## src/sv/rksm_pkg.sv

```systemverilog
package rksm_pkg;

    // Sizing
    localparam int MAX_PATTERN = 255;
    localparam int POS_BITS    = 32;
    localparam int RING_DEPTH  = MAX_PATTERN + 1;
    localparam int RING_AW     = $clog2(RING_DEPTH);
    localparam int PLEN_W      = $clog2(MAX_PATTERN + 1);
    localparam int WCNT_W      = $clog2(RING_DEPTH + 1);
    localparam int START_W     = 32;
    localparam int FIFO_DEPTH  = 8;
    localparam int FIFO_AW     = $clog2(FIFO_DEPTH);
    localparam int OCC_W       = $clog2(FIFO_DEPTH + 1);

    // Hash arithmetic
    localparam int HASH_W = 30;
    localparam logic [HASH_W-1:0] HASH_MOD = HASH_W'(1000000009);
    localparam logic [HASH_W-1:0] HASH_ONE = HASH_W'(1);
    localparam int SV_W        = 9;    // signed char minus offset: -224..31
    localparam int CHAR_OFFSET = 96;
    localparam int BIAS_MULT   = 224;  // lifts the signed product to nonnegative

    // Product plus bias stays below 255 * modulus
    localparam int PROD_W = 38;
    localparam logic [PROD_W-1:0] PROD_BIAS = PROD_W'(64'(BIAS_MULT) * 64'(HASH_MOD));

    // Quotient estimate: q ~= (y >> QUOT_LSB) * RECIP >> RECIP_SHIFT, low by at most one
    localparam int QUOT_LSB    = 29;
    localparam int RECIP_W     = 16;
    localparam int RECIP_SHIFT = 16;
    localparam logic [RECIP_W-1:0] RECIP =
        RECIP_W'((64'd1 << (QUOT_LSB + RECIP_SHIFT)) / 64'(HASH_MOD));
    localparam int T_W   = PROD_W - QUOT_LSB;
    localparam int Y31_W = HASH_W + 5;
    localparam int T31_W = Y31_W - QUOT_LSB;

    // Control that travels with an item through the hash pipeline
    typedef struct packed {
        logic               text;
        logic               load;
        logic               first_p;
        logic               clr_text;
        logic               check;
        logic               first_win;
        logic [RING_AW-1:0] wptr;
        logic [RING_AW-1:0] idx;
        logic [START_W-1:0] start;
        logic               ovf;
    } item_ctrl_t;

    // One result, match in bit 0
    typedef struct packed {
        logic               pattern_overflow;
        logic [START_W-1:0] match_start;
        logic               match;
    } result_t;

    localparam int RES_W = $bits(result_t);
    localparam int OUT_W = ((RES_W + 7) / 8) * 8;

    // x * 31 mod P in one pass
    function automatic logic [HASH_W-1:0] times_base(input logic [HASH_W-1:0] x);
        logic [Y31_W-1:0]         y;
        logic [T31_W-1:0]         t;
        logic [T31_W+RECIP_W-1:0] qc;
        logic [T31_W-1:0]         q;
        logic [Y31_W-1:0]         r;
        y  = {x, 5'b0} - Y31_W'(x);
        t  = y[Y31_W-1:QUOT_LSB];
        qc = (T31_W+RECIP_W)'(t) * (T31_W+RECIP_W)'(RECIP);
        q  = qc[T31_W+RECIP_W-1:RECIP_SHIFT];
        r  = y - Y31_W'(q) * Y31_W'(HASH_MOD);
        if (r >= Y31_W'(HASH_MOD)) begin
            r = r - Y31_W'(HASH_MOD);
        end
        return r[HASH_W-1:0];
    endfunction

    // (a + b) mod P for a, b below P
    function automatic logic [HASH_W-1:0] add_mod(input logic [HASH_W-1:0] a,
                                                  input logic [HASH_W-1:0] b);
        logic [HASH_W:0] s;
        s = {1'b0, a} + {1'b0, b};
        if (s >= {1'b0, HASH_MOD}) begin
            s = s - {1'b0, HASH_MOD};
        end
        return s[HASH_W-1:0];
    endfunction

    // (a - b) mod P for a, b below P
    function automatic logic [HASH_W-1:0] sub_mod(input logic [HASH_W-1:0] a,
                                                  input logic [HASH_W-1:0] b);
        logic [HASH_W:0] s;
        if (a >= b) begin
            s = {1'b0, a} - {1'b0, b};
        end else begin
            s = {1'b0, a} + {1'b0, HASH_MOD} - {1'b0, b};
        end
        return s[HASH_W-1:0];
    endfunction

endpackage

```

## src/sv/rksm_fifo.sv

```systemverilog
module rksm_fifo (
    input  logic              aclk,
    input  logic              aresetn,
    input  logic              push,
    input  rksm_pkg::result_t push_data,
    input  logic              pop,
    output logic              out_valid,
    output rksm_pkg::result_t out_data
);

    import rksm_pkg::*;

    result_t              mem [FIFO_DEPTH];
    logic [FIFO_AW-1:0]   wr_ptr_reg;
    logic [FIFO_AW-1:0]   rd_ptr_reg;
    logic [OCC_W-1:0]     count_reg;
    logic                 do_pop;

    assign do_pop    = pop && (count_reg != '0);
    assign out_valid = (count_reg != '0);
    assign out_data  = mem[rd_ptr_reg];

    // Store results; upstream credit keeps the queue from overflowing
    always_ff @(posedge aclk) begin
        if (push) begin
            mem[wr_ptr_reg] <= push_data;
        end
    end

    // Advance pointers and count
    always_ff @(posedge aclk) begin
        if (!aresetn) begin
            wr_ptr_reg <= '0;
            rd_ptr_reg <= '0;
            count_reg  <= '0;
        end else begin
            if (push) begin
                wr_ptr_reg <= wr_ptr_reg + FIFO_AW'(1);
            end
            if (do_pop) begin
                rd_ptr_reg <= rd_ptr_reg + FIFO_AW'(1);
            end
            count_reg <= count_reg + OCC_W'(push) - OCC_W'(do_pop);
        end
    end

endmodule

```

## config.mk

```make
export PLATFORM = sky130hd
export DESIGN_NAME = rksm_fifo
export DESIGN_NICKNAME = d
export VERILOG_FILES = /design/src/sv/rksm_pkg.sv /design/src/sv/rksm_fifo.sv
export SDC_FILE = /design/constraint.sdc
export NUM_CORES = 1
export LEC_CHECK = 0
export ABC_AREA = 1
export BUFFER_PORTS_ARGS = -buffer_cell sky130_fd_sc_hd__buf_2
export CAP_MARGIN = 10
export CORE_UTILIZATION = 25
export CTS_BUF_LIST = sky130_fd_sc_hd__clkbuf_16
export CTS_CLUSTER_SIZE = 40
export DETAILED_ROUTE_END_ITERATION = 10
export SETUP_SLACK_MARGIN = 0.02
export SYNTH_ARGS = -nofsm -noshare
export SYNTH_HDL_FRONTEND = slang
export SYNTH_SLANG_ARGS = --single-unit
```

## constraint.sdc

```tcl
create_clock -name aclk -period 3 [get_ports aclk]
set_input_delay 0.45 -clock aclk [delete_from_list [all_inputs] [get_ports aclk]]
set_output_delay 0.45 -clock aclk [all_outputs]
set_load 0.02 [all_outputs]
```

# Yosys cells after proc, flatten, opt, wreduce, memory -nomap -nowiden
# Memory sizes are Yosys's and may differ from the RTL's. A register that Yosys moved wholly into a read port is not among the register bits.
# Cells that the tools add are included.
[word_totals]
in_bits = 38
mem_count = 1
ramBits = 272
output_inout_bits = 35
reg_bits = 10
[memory_table]
columns = ["name", "depth", "word_bits", "rd", "rd_ports_with_merged_regs", "wr", "line", "rtl"]
rows = [
  ["mem", 8, 34, 1, 1, 1, "rksm_fifo.sv:13", "result_t mem [FIFO_DEPTH];"],
]
[classes]
n_mux = 4
reduce_logical = 2
add_sub_neg = 4
[op_table]
columns = ["cell", "n"]
rows = [
  ["$add 3x1->3 const B", 2],
  ["$mux 3", 2],
  ["$add 4x1->4", 1],
  ["$reduce_bool 4->1", 1],
  ["$sub 4x1->4", 1],
  ["$mux 1", 2],
  ["$logic_and 1x1->1", 1],
]

# Depth between registers and ports, before layout
[depth]
word_depth = 4
mapped_depth = 11

# Least setup slack after synthesis
# Ideal clock, no wire load.
[synth_timing]
path_kind = "in2reg"
from = "input push"
to = "memory mem[0][0] (netlist name), enable pin"
setup_ps = 425
t_arrival_ps = 2256
n_path_buf = 0
path_slack_ps = 318
stages = 3
t_required_ps = 2575
path_cell_list = "inv_1 or2_2 nor2_1"
[synth_via]
elab_chain_cells = 2
[synth_rtl]
columns = ["item", "line", "rtl"]
rows = [
  ["start: declaration", "rksm_fifo.sv:4", "input logic push,"],
  ["$mux 1", "rksm_fifo.sv:25", "if (push) begin"],
  ["$mux 1 (not written as such)", "rksm_fifo.sv:26", "mem[wr_ptr_reg] <= push_data;"],
  ["end: declaration", "rksm_fifo.sv:13", ""],
]
# Every way passes these cells.

==> flow_metrics.env <==
export IMPL_status="finished clean"
export IMPL_synth_top_cells_by_area="edfxtp_1 (66%), nand2_1 (14%), inv_1 (8.7%)"
export IMPL_synth_cell_types=17
export IMPL_syn_area_sq_mm=0.0124
export IMPL_cts_hold_buf=0
export IMPL_drc=0
export IMPL_p_clk_frac=0.304
export IMPL_syn_inst=1264
export IMPL_end_kind="output pin"
export IMPL_synth_yosys_seq_area_share=0.678
export IMPL_cp_num_buf_inv=3
export IMPL_grt_overflow=0
export IMPL_yosysTopAreaCell="edfxtp_1"
export IMPL_yosys_area_share_simple=0.201
export IMPL_path_cells="inv_2 -> buf_4 -> nand3_1 -> nand2_1 -> nand2_1 -> nand2_1 -> buf_2"
export IMPL_dieArea_sq_mm=0.0506
export IMPL_clock_latency_ns=0.54
export IMPL_cpMaxStageDelayCell="inv_2"
export IMPL_power_switching_uw=3270
export IMPL_vias_per_cell=4.00
export IMPL_synth_top_family_by_area="simple AND/OR/NAND/NOR gates"
export IMPL_final_max_slew_viol_count=0
export IMPL_hold_path_class="in2reg"
export IMPL_yosys_warnings=0
export IMPL_fin_crit_sh=0.889
export IMPL_grt_start_max_net_pins=137
export IMPL_grt_antenna_before_repair=6
export IMPL_synthXorXnorAreaFrac=0
export IMPL_internal_power_uw=6940
export IMPL_wire_per_inst_um=13.9
export IMPL_grt_pass1_wl_um=44900
export IMPL_die_w_um=225
export IMPL_period_minus_slack_ns=2.67
export IMPL_postCtsResizedCells=0
export IMPL_first_iter_violations=442
export IMPL_powerDensity_mw_per_mm2=705
export IMPL_synth_most_common_cell="nand2_1"
export IMPL_cpMostUsedCell="nand2_1"
export IMPL_synth_edff_count=272
export IMPL_ir_worst_vdd_mv=0.485
export IMPL_io_pins=73
export IMPL_placementRows=81
export IMPL_cap_violations=0
export IMPL_criticalPathCategory="reg2out"
export IMPL_layout_drive_gt1_share=0.110
export IMPL_setup_viol_count_final=0
export IMPL_post_cts_setup_buffers=0
export IMPL_crit_required_ns=2.55
export IMPL_first_global_vias=8030
export IMPL_cts_tree="done"
export IMPL_startpoint_type="flip-flop"
export IMPL_dp_hpwl_um=16700
export IMPL_die_height_um=225
export IMPL_synth_flop_cell="edfxtp_1"
export IMPL_clockRootBuffer="clkbuf_16"
export IMPL_synth_mux_area_fraction=0
export IMPL_setup_tns_ns=0
export IMPL_cts_reportedPaths_clkPinSlew_ns=0.06
export IMPL_largest_reg_flops=272
export IMPL_fmax_mhz=375
export IMPL_grt_total_usage=0.114
export IMPL_numCtsBuffers=27
export IMPL_synthAdderAreaFrac=0.00765
export IMPL_tightest_slew_ns=0.875
export IMPL_synth_top_area_frac=0.657
export IMPL_cts_max_path_buffers=3
export IMPL_switching_share=0.320
export IMPL_synth_fp_nets=1309
export IMPL_worstPathMaxFanout=26
export IMPL_fillers=5076
export IMPL_rsz0062_at_grt="false"
export IMPL_pwr_share_comb=0.252
export IMPL_htreeDepth=1
export IMPL_area_growth_pct=16.4
export IMPL_io_buffers=72
export IMPL_slew_headroom=0.417
export IMPL_synth_compound_area_frac=0.00483
export IMPL_synthArstFlopShare=0
export IMPL_placed_cells=1972
export IMPL_vias=8090
export IMPL_core_sq_mm=0.0491
export IMPL_fin_cells=2021
export IMPL_critPathMaxStageDelay_ns=0.46
export IMPL_power_frac_seq=0.444
export IMPL_nNetsFinal=1382
export IMPL_hold_viol_final=0
export IMPL_ys_top_cells_by_count="nand2_1 (457), inv_1 (287), edfxtp_1 (272), nand3_1 (142), clkbuf_1 (22)"
export IMPL_leakage_uw=0.00651
export IMPL_postRouteAntennaNets=0
export IMPL_yosys_register_bits=285
export IMPL_clock_skew_ns=0.0115
export IMPL_totalWireLength_um=28200
export IMPL_cts_sinks=285
export IMPL_synth_avg_cell_area_sq_um=9.84
export IMPL_gp_congestion=0.727
export IMPL_crit_arrival_ns=2.22
export IMPL_start_util=0.254
export IMPL_first_pass_iters=5
export IMPL_critical_path_top_delay_family="buffers and inverters"
==> layout make-up <==
class / instances / area (sq um) / area share
repair buffers: 96 / 616 / 0.0425
diodes: 1 / 2.50 / 0.000173
clock inverters: 20 / 90.1 / 0.00622
well taps: 664 / 831 / 0.0574
flip-flops and latches: 285 / 8430 / 0.582
inverters: 290 / 1090 / 0.0753
clock buffers: 28 / 701 / 0.0484
multi-input cells: 637 / 2720 / 0.188
==> cells by family (layout without fill, tap and decap cells) <==
group,Yosys count,after routing
AO/OA/AOI/OAI,12,12
adder cells (fa/ha/maj),7,7
buffers and inverters,342,434
flip-flops,285,285
other,0,1
AND/OR/NAND/NOR,618,618
==> worst paths after layout <==
| path | cells past startpoint | start | slack, ns | end |
|---|---|---|---|---|
| worst max-delay path | 7 | flip-flop | 0.33 | out_data[15] |
| worst min-delay path | 1 | push_data[16] | 0.19 | mem[3][16]$_DFFE_PP_ |
| worst max register to register | 10 | count_reg[2]$_SDFF_PN0_ | 0.92 | count_reg[2]$_SDFF_PN0_ |
| worst min register to register | 2 | wr_ptr_reg[0]$_SDFFE_PN0P_ | 0.50 | wr_ptr_reg[0]$_SDFFE_PN0P_ |
==> stage by stage <==
| stage | hold slack [ns] | area (sq um) | util | worst slack (ns) | total power (uW) |
|---|---|---|---|---|---|
| 2_1_floorplan | 0.465 | 12400 | - | 0.318 | 6400 |
| 4_1_cts | 0.157 | 14500 | 0.295 | 0.222 | 10400 |
| 3_3_place_gp | 0.473 | 13700 | 0.279 | 0.804 | 7210 |
| 3_5_place_dp | 0.489 | 13700 | 0.279 | 0.820 | 7250 |
| 5_1_grt | 0.174 | 14500 | 0.295 | 0.164 | 10800 |
| 6_report | 0.185 | 14500 | 0.295 | 0.333 | 10200 |
==> placed cells by master, fill, tap and decap left out, types with 2 or more instances in the layout <==
master     instances
a21oi_1            8
buf_12             6
buf_2             72
buf_4             18
clkbuf_16         28
clkinv_1           5
clkinv_2           5
dfxtp_1           10
dfxtp_2            2
edfxtp_1         272
ha_1               6
inv_1            293
inv_2              4
nand2_1          457
nand3_1          142
nor2_1             9
nor2_4             8
o21ai_0            4
or2_2              2
==> power groups by stage <==
stage	registers, uW	clock network [uW]	logic [uW]
floorplan	4610	0	1800
global placement	4610	0	2590
detailed placement	4620	0	2630
CTS	4530	3190	2640
global route	4540	3330	2950
finish	4530	3100	2580
==> routing by layer <==
metal	GRT usage	up-vias	part of all wire
li1	-	4065	-
met1	0.142	3829	0.43
met2	0.196	146	0.48
met3	0.0300	40	0.067
met4	0.0266	10	0.016
met5	0	-	0.0020
Power figures use the tool's default switching activity.
