`src/sv/rksm_pkg.sv`:
```
package rksm_pkg;

    // Sizing
    localparam int MAX_PATTERN = 255;
    localparam int POS_BITS    = 32;
    localparam int RING_DEPTH  = MAX_PATTERN + 1;
    localparam int RING_AW     = $clog2(RING_DEPTH);
    localparam int PLEN_W      = $clog2(MAX_PATTERN + 1);
    localparam int WCNT_W      = $clog2(RING_DEPTH + 1);
    localparam int START_W     = 32;
    localparam int FIFO_DEPTH  = 8;
    localparam int FIFO_AW     = $clog2(FIFO_DEPTH);
    localparam int OCC_W       = $clog2(FIFO_DEPTH + 1);

    // Hash arithmetic
    localparam int HASH_W = 30;
    localparam logic [HASH_W-1:0] HASH_MOD = HASH_W'(1000000009);
    localparam logic [HASH_W-1:0] HASH_ONE = HASH_W'(1);
    localparam int SV_W        = 9;    // signed char minus offset: -224..31
    localparam int CHAR_OFFSET = 96;
    localparam int BIAS_MULT   = 224;  // lifts the signed product to nonnegative

    // Product plus bias stays below 255 * modulus
    localparam int PROD_W = 38;
    localparam logic [PROD_W-1:0] PROD_BIAS = PROD_W'(64'(BIAS_MULT) * 64'(HASH_MOD));

    // Quotient estimate: q ~= (y >> QUOT_LSB) * RECIP >> RECIP_SHIFT, low by at most one
    localparam int QUOT_LSB    = 29;
    localparam int RECIP_W     = 16;
    localparam int RECIP_SHIFT = 16;
    localparam logic [RECIP_W-1:0] RECIP =
        RECIP_W'((64'd1 << (QUOT_LSB + RECIP_SHIFT)) / 64'(HASH_MOD));
    localparam int T_W   = PROD_W - QUOT_LSB;
    localparam int Y31_W = HASH_W + 5;
    localparam int T31_W = Y31_W - QUOT_LSB;

    // Control that travels with an item through the hash pipeline
    typedef struct packed {
        logic               text;
        logic               load;
        logic               first_p;
        logic               clr_text;
        logic               check;
        logic               first_win;
        logic [RING_AW-1:0] wptr;
        logic [RING_AW-1:0] idx;
        logic [START_W-1:0] start;
        logic               ovf;
    } item_ctrl_t;

    // One result, match in bit 0
    typedef struct packed {
        logic               pattern_overflow;
        logic [START_W-1:0] match_start;
        logic               match;
    } result_t;

    localparam int RES_W = $bits(result_t);
    localparam int OUT_W = ((RES_W + 7) / 8) * 8;

    // x * 31 mod P in one pass
    function automatic logic [HASH_W-1:0] times_base(input logic [HASH_W-1:0] x);
        logic [Y31_W-1:0]         y;
        logic [T31_W-1:0]         t;
        logic [T31_W+RECIP_W-1:0] qc;
        logic [T31_W-1:0]         q;
        logic [Y31_W-1:0]         r;
        y  = {x, 5'b0} - Y31_W'(x);
        t  = y[Y31_W-1:QUOT_LSB];
        qc = (T31_W+RECIP_W)'(t) * (T31_W+RECIP_W)'(RECIP);
        q  = qc[T31_W+RECIP_W-1:RECIP_SHIFT];
        r  = y - Y31_W'(q) * Y31_W'(HASH_MOD);
        if (r >= Y31_W'(HASH_MOD)) begin
            r = r - Y31_W'(HASH_MOD);
        end
        return r[HASH_W-1:0];
    endfunction

    // (a + b) mod P for a, b below P
    function automatic logic [HASH_W-1:0] add_mod(input logic [HASH_W-1:0] a,
                                                  input logic [HASH_W-1:0] b);
        logic [HASH_W:0] s;
        s = {1'b0, a} + {1'b0, b};
        if (s >= {1'b0, HASH_MOD}) begin
            s = s - {1'b0, HASH_MOD};
        end
        return s[HASH_W-1:0];
    endfunction

    // (a - b) mod P for a, b below P
    function automatic logic [HASH_W-1:0] sub_mod(input logic [HASH_W-1:0] a,
                                                  input logic [HASH_W-1:0] b);
        logic [HASH_W:0] s;
        if (a >= b) begin
            s = {1'b0, a} - {1'b0, b};
        end else begin
            s = {1'b0, a} + {1'b0, HASH_MOD} - {1'b0, b};
        end
        return s[HASH_W-1:0];
    endfunction

endpackage

```
`src/sv/rksm_term_pipe.sv`:
```
module rksm_term_pipe (
    input  logic                           aclk,
    input  logic                           aresetn,
    input  logic                           in_valid,
    input  logic signed [rksm_pkg::SV_W-1:0]   in_sv,
    input  logic [rksm_pkg::HASH_W-1:0]    in_op,
    input  rksm_pkg::item_ctrl_t           in_ctrl,
    output logic                           out_valid,
    output logic [rksm_pkg::HASH_W-1:0]    out_term,
    output rksm_pkg::item_ctrl_t           out_ctrl
);

    import rksm_pkg::*;

    // Stage A: operands
    logic                     va_reg;
    logic signed [SV_W-1:0]   sv_a_reg;
    logic [HASH_W-1:0]        op_a_reg;
    item_ctrl_t               ctrl_a_reg;
    // Stage B: biased product
    logic                     vb_reg;
    logic [PROD_W-1:0]        y_b_reg;
    item_ctrl_t               ctrl_b_reg;
    // Stage C: product and quotient estimate
    logic                     vc_reg;
    logic [PROD_W-1:0]        y_c_reg;
    logic [T_W-1:0]           q_c_reg;
    item_ctrl_t               ctrl_c_reg;
    // Stage D: reduced term
    logic                     vd_reg;
    logic [HASH_W-1:0]        term_d_reg;
    item_ctrl_t               ctrl_d_reg;

    logic signed [PROD_W:0]   prod;
    logic [PROD_W-1:0]        y_b_next;
    logic [T_W-1:0]           t_b;
    logic [T_W+RECIP_W-1:0]   qc_b;
    logic [T_W-1:0]           q_c_next;
    logic [PROD_W-1:0]        r_c;
    logic [HASH_W-1:0]        term_d_next;

    // Signed value times power, lifted by a multiple of P
    always_comb begin
        prod     = (PROD_W+1)'(sv_a_reg) * (PROD_W+1)'($signed({1'b0, op_a_reg}));
        y_b_next = prod[PROD_W-1:0] + PROD_BIAS;
    end

    // Estimate the quotient from the top bits
    always_comb begin
        t_b      = y_b_reg[PROD_W-1:QUOT_LSB];
        qc_b     = (T_W+RECIP_W)'(t_b) * (T_W+RECIP_W)'(RECIP);
        q_c_next = qc_b[T_W+RECIP_W-1:RECIP_SHIFT];
    end

    // Subtract the estimate, correct once
    always_comb begin
        r_c = y_c_reg - PROD_W'(q_c_reg) * PROD_W'(HASH_MOD);
        if (r_c >= PROD_W'(HASH_MOD)) begin
            r_c = r_c - PROD_W'(HASH_MOD);
        end
        term_d_next = r_c[HASH_W-1:0];
    end

    // Valid chain
    always_ff @(posedge aclk) begin
        if (!aresetn) begin
            va_reg <= 1'b0;
            vb_reg <= 1'b0;
            vc_reg <= 1'b0;
            vd_reg <= 1'b0;
        end else begin
            va_reg <= in_valid;
            vb_reg <= va_reg;
            vc_reg <= vb_reg;
            vd_reg <= vc_reg;
        end
    end

    // Payload stages
    always_ff @(posedge aclk) begin
        sv_a_reg   <= in_sv;
        op_a_reg   <= in_op;
        ctrl_a_reg <= in_ctrl;
        y_b_reg    <= y_b_next;
        ctrl_b_reg <= ctrl_a_reg;
        y_c_reg    <= y_b_reg;
        q_c_reg    <= q_c_next;
        ctrl_c_reg <= ctrl_b_reg;
        term_d_reg <= term_d_next;
        ctrl_d_reg <= ctrl_c_reg;
    end

    assign out_valid = vd_reg;
    assign out_term  = term_d_reg;
    assign out_ctrl  = ctrl_d_reg;

endmodule

```
`config.mk`:
```
export PLATFORM = sky130hd
export DESIGN_NAME = rksm_term_pipe
export DESIGN_NICKNAME = d
export VERILOG_FILES = /design/src/sv/rksm_pkg.sv /design/src/sv/rksm_term_pipe.sv
export SDC_FILE = /design/constraint.sdc
export NUM_CORES = 1
export LEC_CHECK = 0
export ABC_AREA = 0
export BUFFER_PORTS_ARGS = -buffer_cell sky130_fd_sc_hd__buf_2
export CAP_MARGIN = 10
export CORE_AREA = 3 3 236 169
export DETAILED_ROUTE_END_ITERATION = 16
export DIE_AREA = 0 0 239 172
export PLACE_DENSITY = 0.92
export SYNTH_ARGS = -nofsm -noshare
export SYNTH_HDL_FRONTEND = slang
export SYNTH_SLANG_ARGS = --single-unit
```
`constraint.sdc`:
```
create_clock -name aclk -period 16.51 [get_ports aclk]
set_clock_uncertainty 0.1 [all_clocks]
set_input_delay 3.302 -clock aclk [delete_from_list [all_inputs] [get_ports aclk]]
set_output_delay 3.302 -clock aclk [all_outputs]
set_load 0.05 [all_outputs]
```
## Word-level counts from Yosys, hierarchy flattened

Index checks and enable logic that the tools add are counted.

| storage, ports and cells | value |
|---|---|
| register bits | 378 |
| input bits | 97 |
| output and inout port bits | 86 |
| logic and storage cells | 58 |

| cells by class | value |
|---|---|
| add/subtract/negate cells | 3 |
| multiply operators | 3 |
| $lt $le $gt $ge | 1 |
| mux-type cells | 1 |

Operators with widths:

| cell | number |
|---|---|
| adder 38 bit, second input constant | 1 |
| greater-or-equal comparator 38 x 30 -> 1 bit, second input constant | 1 |
| multiplier 9 x 30 -> 38 bit, second input constant | 1 |
| multiplier 9 x 31 -> 38 bit | 1 |
| subtractor 38 bit | 1 |
| two-way mux 30 bit | 1 |
| subtractor 30 bit, second input constant | 1 |
| multiplier 9 x 12 -> 21 bit, second input constant | 1 |

## Depth between registers and ports, before layout

| depth | value |
|---|---|
| depth in word-level cells | 4 |
| mapped depth | 25 |
| depth with buffers taken out | 23 |

## Least setup slack after synthesis

No wires, ideal clock.

| timing path | value |
|---|---|
| kind | flip-flop to flip-flop |
| from | register q_c_reg[7] |
| to | register term_d_reg[7] (netlist: out_term[7]) |
| library setup time | 0.118 ns |
| arrival | 5.853 ns |
| slack | 10.438 ns |
| cell stages (with the launch flop) | 24 |
| clock period less this slack | 6.072 ns |
| path through | dfxtp_1 -> inv_1 -> ha_1 -> xor2_1 -> ha_1 -> or2_2 -> fa_1 -> inv_1 -> fa_1 -> inv_1 -> fa_1 -> ha_1 -> nand2_1 -> o211a_1 -> a22oi_1 -> a31oi_1 -> o211a_1 -> o21bai_1 -> a2111oi_0 -> nand4_1 -> a41o_2 -> buf_6 -> nor3b_2 -> xnor2_1 |

| between the ends | value |
|---|---|
| word-level cells in the longest chain between the ends | 4 |

Ends and longest elaborated chain:

| item | line | RTL |
|---|---|---|
| start: declaration | rksm_term_pipe.sv:27 | `logic [T_W-1:0] q_c_reg;` |
| start signal: assignment | rksm_term_pipe.sv:87 | `q_c_reg <= q_c_next;` |
| multiplier 9 x 30 -> 38 bit (*) | rksm_term_pipe.sv:57 | `r_c = y_c_reg - PROD_W'(q_c_reg) * PROD_W'(HASH_MOD);` |
| subtractor 38 bit (*) | rksm_term_pipe.sv:57 |  |
| greater-or-equal comparator 38 x 30 -> 1 bit / subtractor 30 bit (equally long branches) | rksm_term_pipe.sv:58, rksm_term_pipe.sv:59 |  |
| two-way mux 30 bit (*) | rksm_term_pipe.sv:58 | `if (r_c >= PROD_W'(HASH_MOD)) begin` |
| named net r_c[7] | rksm_term_pipe.sv:39 | `logic [PROD_W-1:0] r_c;` |
| end signal: assignment | rksm_term_pipe.sv:89 | `term_d_reg <= term_d_next;` |
| end: declaration | rksm_term_pipe.sv:31 | `logic [HASH_W-1:0] term_d_reg;` |

Mark *: on every way through the listed nets, which the timed path passes. The rest lies on a longest branch.
A chain may end at the register's enable or synchronous reset.

## Worst setup path after layout

| timing path | value |
|---|---|
| from | register sv_a_reg[2] |
| to | register y_b_reg[36] |

| between the ends | value |
|---|---|
| word-level cells in the longest chain between the ends | 2 |

Ends and longest elaborated chain:

| item | line | RTL |
|---|---|---|
| start: declaration | rksm_term_pipe.sv:17 | `logic signed [SV_W-1:0] sv_a_reg;` |
| start signal: assignment | rksm_term_pipe.sv:81 | `sv_a_reg <= in_sv;` |
| multiplier 9 x 31 -> 38 bit | rksm_term_pipe.sv:44 | `prod = (PROD_W+1)'(sv_a_reg) * (PROD_W+1)'($signed({1'b0, op_a_reg}));` |
| adder 38 bit | rksm_term_pipe.sv:45 | `y_b_next = prod[PROD_W-1:0] + PROD_BIAS;` |
| named net y_b_next[36] | rksm_term_pipe.sv:35 | `logic [PROD_W-1:0] y_b_next;` |
| end signal: assignment | rksm_term_pipe.sv:84 | `y_b_reg <= y_b_next;` |
| end: declaration | rksm_term_pipe.sv:22 | `logic [PROD_W-1:0] y_b_reg;` |

The timed path passes the listed nets, and every way through them passes these cells.

==> results.md <==
- The DRC violation total after the first TritonRoute iteration is 1393.
- In the synthesized netlist, the number of instances is 2310.
- The share of cell area taken by muxes after synthesis is 0.208%.
- For this design the top-level I/O count stands at 183.
- The kind of cell with the highest combined delay on the critical path is adder cells.
- The cell with the most instances after synthesis is inv_1.
- The initial antenna violation count is 0.
- The clock network latency to the later pin of the worst-skew pair is 600 ps.
- The number of clock sinks is 378.
- For the pin with the worst max-slew slack, the measured transition is 1220 ps.
- Compared with the post-synthesis result, the final layout area differs by 10.2%.
- The count of synthesis-stage warnings from yosys is 0.
- The placeable core area is 38000 µm².
- The number of buffers and inverters on the critical path is 1.
- In this run the tightest slew margin relative to its limit is 18.9%.
- The total number of placement rows is 60.
- The post-synthesis sequential element count is 378.
- The residual overflow from global routing is 0.
- When the netlist entered floorplanning its net count stood at 2970.
- The net count of the finished layout is 3129.
- The number of nets with antenna violations after detailed routing is 0.
- In the final layout, the share of cells above drive strength 1 is 10.7%.
- The library cell occupying the most area in the post-synthesis netlist is dfxtp_1.
- The post-detailed-routing wire length is 52600 µm.
- The element type at the critical path end is a flop.
- The final-report hold violation count came to 0.
- The width of the die is 239 µm.
- The repair_antennas step left the layout with diodes totalling 0.
- By area, the combinational part of the netlist is dominated by adder cells.
- After layout, the worst path uses 43.3% of the clock period.
- The kind of start point of the critical path is a flop.
- The count of different cell masters after synthesis is 72.
- The cell that appears most often on the critical path is fa_1.
- The effective utilization at floorplan is 63.4%.
- The TritonCTS clock tree is yes.
- By area the synthesized netlist is led by dfxtp_1 31%, fa_1 26%, ha_1 13%.
- The setup violation total in the final timing report is 0.
- The floorplan step set the die height to 172 µm.
- The class of the worst hold path is flop to flop.
- The top-area cell type share of the netlist area is 31.4%.
- The number of pins with negative max-slew slack in the final report is 0.
- After Yosys synthesis, XOR and XNOR cells account for 3.75% of the synthesized area.
- Summing over every cut layer, the via total after detailed routing is 16192.
- The synthesized netlist devotes 7.18% of its cell area to compound gates.
- The slowest stage cell on the critical path is dfxtp_1.
- The number of buffers inserted to repair setup after CTS is 0.
- The critical path goes through nand2_1 > fa_1 > fa_1 > fa_1 > inv_1 > fa_1 > fa_1 > ha_1 > a21oi_1 > nand4b_1 > a31oi_1 > nor2_1 > o41a_1 > o21ai_0 > nor4b_1 > o311ai_0 > nand2_1 > o2111ai_1 > a21oi_1 > xnor2_1.
- The CTS clock-pin slew for the worst setup and hold paths is 70 ps.
- The number of global-route vias before repair was 17260.
- Setup repair after global routing left no endpoint under its margin.
- The global-route usage over all layers is 26.4%.
- Fill cells in the final layout number 2631.
- The portion of the post-synthesis area used by sequential elements is 31.4%.
- The detailed placement HPWL is 41100 µm.
- The average vias per placed instance is 5.42.
- The clock tree root buffer cell is clkbuf_16.
- Routability-driven placement finished with a final weighted congestion of 0.928.
- Entering global routing, the biggest net connects 32 pins.
- The sum of negative setup slack is 0 ps.
- The number of buffers added to fix hold violations after cts is 0.
- The commonest cells after synthesis are 432 x inv_1, 378 x dfxtp_1, 310 x fa_1.
- In the final routed layout, each cell accounts on average for 17.6 µm.
- The number of instances resized during post-cts repair is 0.
- Along the worst path, the maximum fanout reaches 30.
- The share of flip-flops with an asynchronous set or reset after synthesis is 0%.
- The shortest period the worst path allows is 7150 ps.
- Buffers inserted during clock tree synthesis total 31.
- The die area is 41100 µm².
- The CTS H-tree depth is 1.
- The peak clock frequency supported by timing is 140 MHz.
- The mean instance size in the synthesized netlist is 10.4 µm².
- The longest clock path from root to sink contains 3 buffers.
- After Yosys synthesis, full adders, half adders and majority gates account for 38.9% of the synthesized area.
- The total iterations of the first detailed-routing run is 8.
- The count of flip-flops with a built-in enable after synthesis is 0.
- Among all flip-flop cells after synthesis, the most frequent one is dfxtp_1.
- For the worst setup path, the data arrival time is 7540 ps.
- After synthesis the cells add up to 24100 µm².
- The category of the critical setup timing path is flop to flop.
- The reported max-cap violation count is 0.
- The wire length of the first global-routing pass is 87000 µm.
- The count of buffers inserted at the top-level ports is 182.
- The largest incremental delay on the critical path is 1130 ps.
- The run finished with clean final reports.
- After Yosys synthesis, and, or, nand and nor cells account for 10.7% of the synthesized area.
- After detailed routing, the number of remaining DRC violations is 0.
- The critical path data required time is 16900 ps.
## layout make-up
type	instances	area [µm²]	share of cell area, %
tap	496	621	2.34
sequential	378	7570	28.5
timing repair buffer	188	956	3.60
clock buffer	41	893	3.36
multi-input combinational	1438	14600	55.2
inverter	432	1620	6.11
clock inverter	17	249	0.938
## layout by cell type, fill, tap and decap left out, types with 23 or more instances in the layout
cell type	n
fa_1	310
clkbuf_16	31
xnor2_1	75
a21o_1	37
xor2_1	28
and2_1	132
nand2_1	200
o21ai_0	40
ha_1	253
dfxtp_1	378
nand3_1	23
buf_2	182
a21oi_1	72
inv_1	432
nor2_1	45
nand2b_1	32
## worst register-to-register path, cell delays in order (launching register included)
cell       delay (ps)
dfxtp_1          1130
nand2_1           210
fa_1              490
fa_1              560
fa_1              590
inv_1              60
fa_1              510
fa_1              470
ha_1              310
a21oi_1            90
nand4b_1          220
a31oi_1           270
nor2_1            100
o41a_1            380
o21ai_0           270
nor4b_1           140
o311ai_0          500
nand2_1           170
o2111ai_1         220
a21oi_1           120
xnor2_1           130
## cells by family after synthesis
logic type | after synthesis
compound gates | 255
xor+xnor | 103
fa+ha+maj | 564
buf+inv | 494
flops | 378
mux | 5
simple gates | 511
## metal layers
metal,vias up,GRT usage (%),share of wire [%]
met2,726,44.5,47
met3,90,5.60,8.2
li1,7537,-,-
met4,0,5.38,1.9
met1,7839,35.8,43
met5,-,0,0
## per-stage QoR
| step | instances | util [%] | hold slack (ps) | area (µm²) | setup WS [ps] |
|---|---|---|---|---|---|
| floorplan | 2310 | - | 210 | 24100 | 10440 |
| global placement | 2932 | 66.9 | 210 | 25400 | 9780 |
| detailed placement | 2932 | 66.9 | 212 | 25400 | 9540 |
| CTS | 2990 | 69.9 | 216 | 26600 | 9490 |
| global route | 2990 | 69.9 | 214 | 26600 | 8980 |
| finish | 2990 | 69.9 | 218 | 26600 | 9360 |
## final timing paths
| kind | start | end | slack (ps) | depth (start not counted) |
|---|---|---|---|---|
| max | sv_a_reg[2]$_DFF_P_ | y_b_reg[36]$_DFF_P_ | 9360 | 20 |
| max reg2reg | sv_a_reg[2]$_DFF_P_ | y_b_reg[36]$_DFF_P_ | 9360 | 20 |
| min reg2reg | ctrl_c_reg[22]$_DFF_P_ | out_ctrl[22]$_DFF_P_ | 220 | 0 |
| min | ctrl_c_reg[22]$_DFF_P_ | out_ctrl[22]$_DFF_P_ | 220 | 0 |
Power is not shown: default switching activity piles up to over one toggle a cycle in this logic, so the estimate is an artifact.
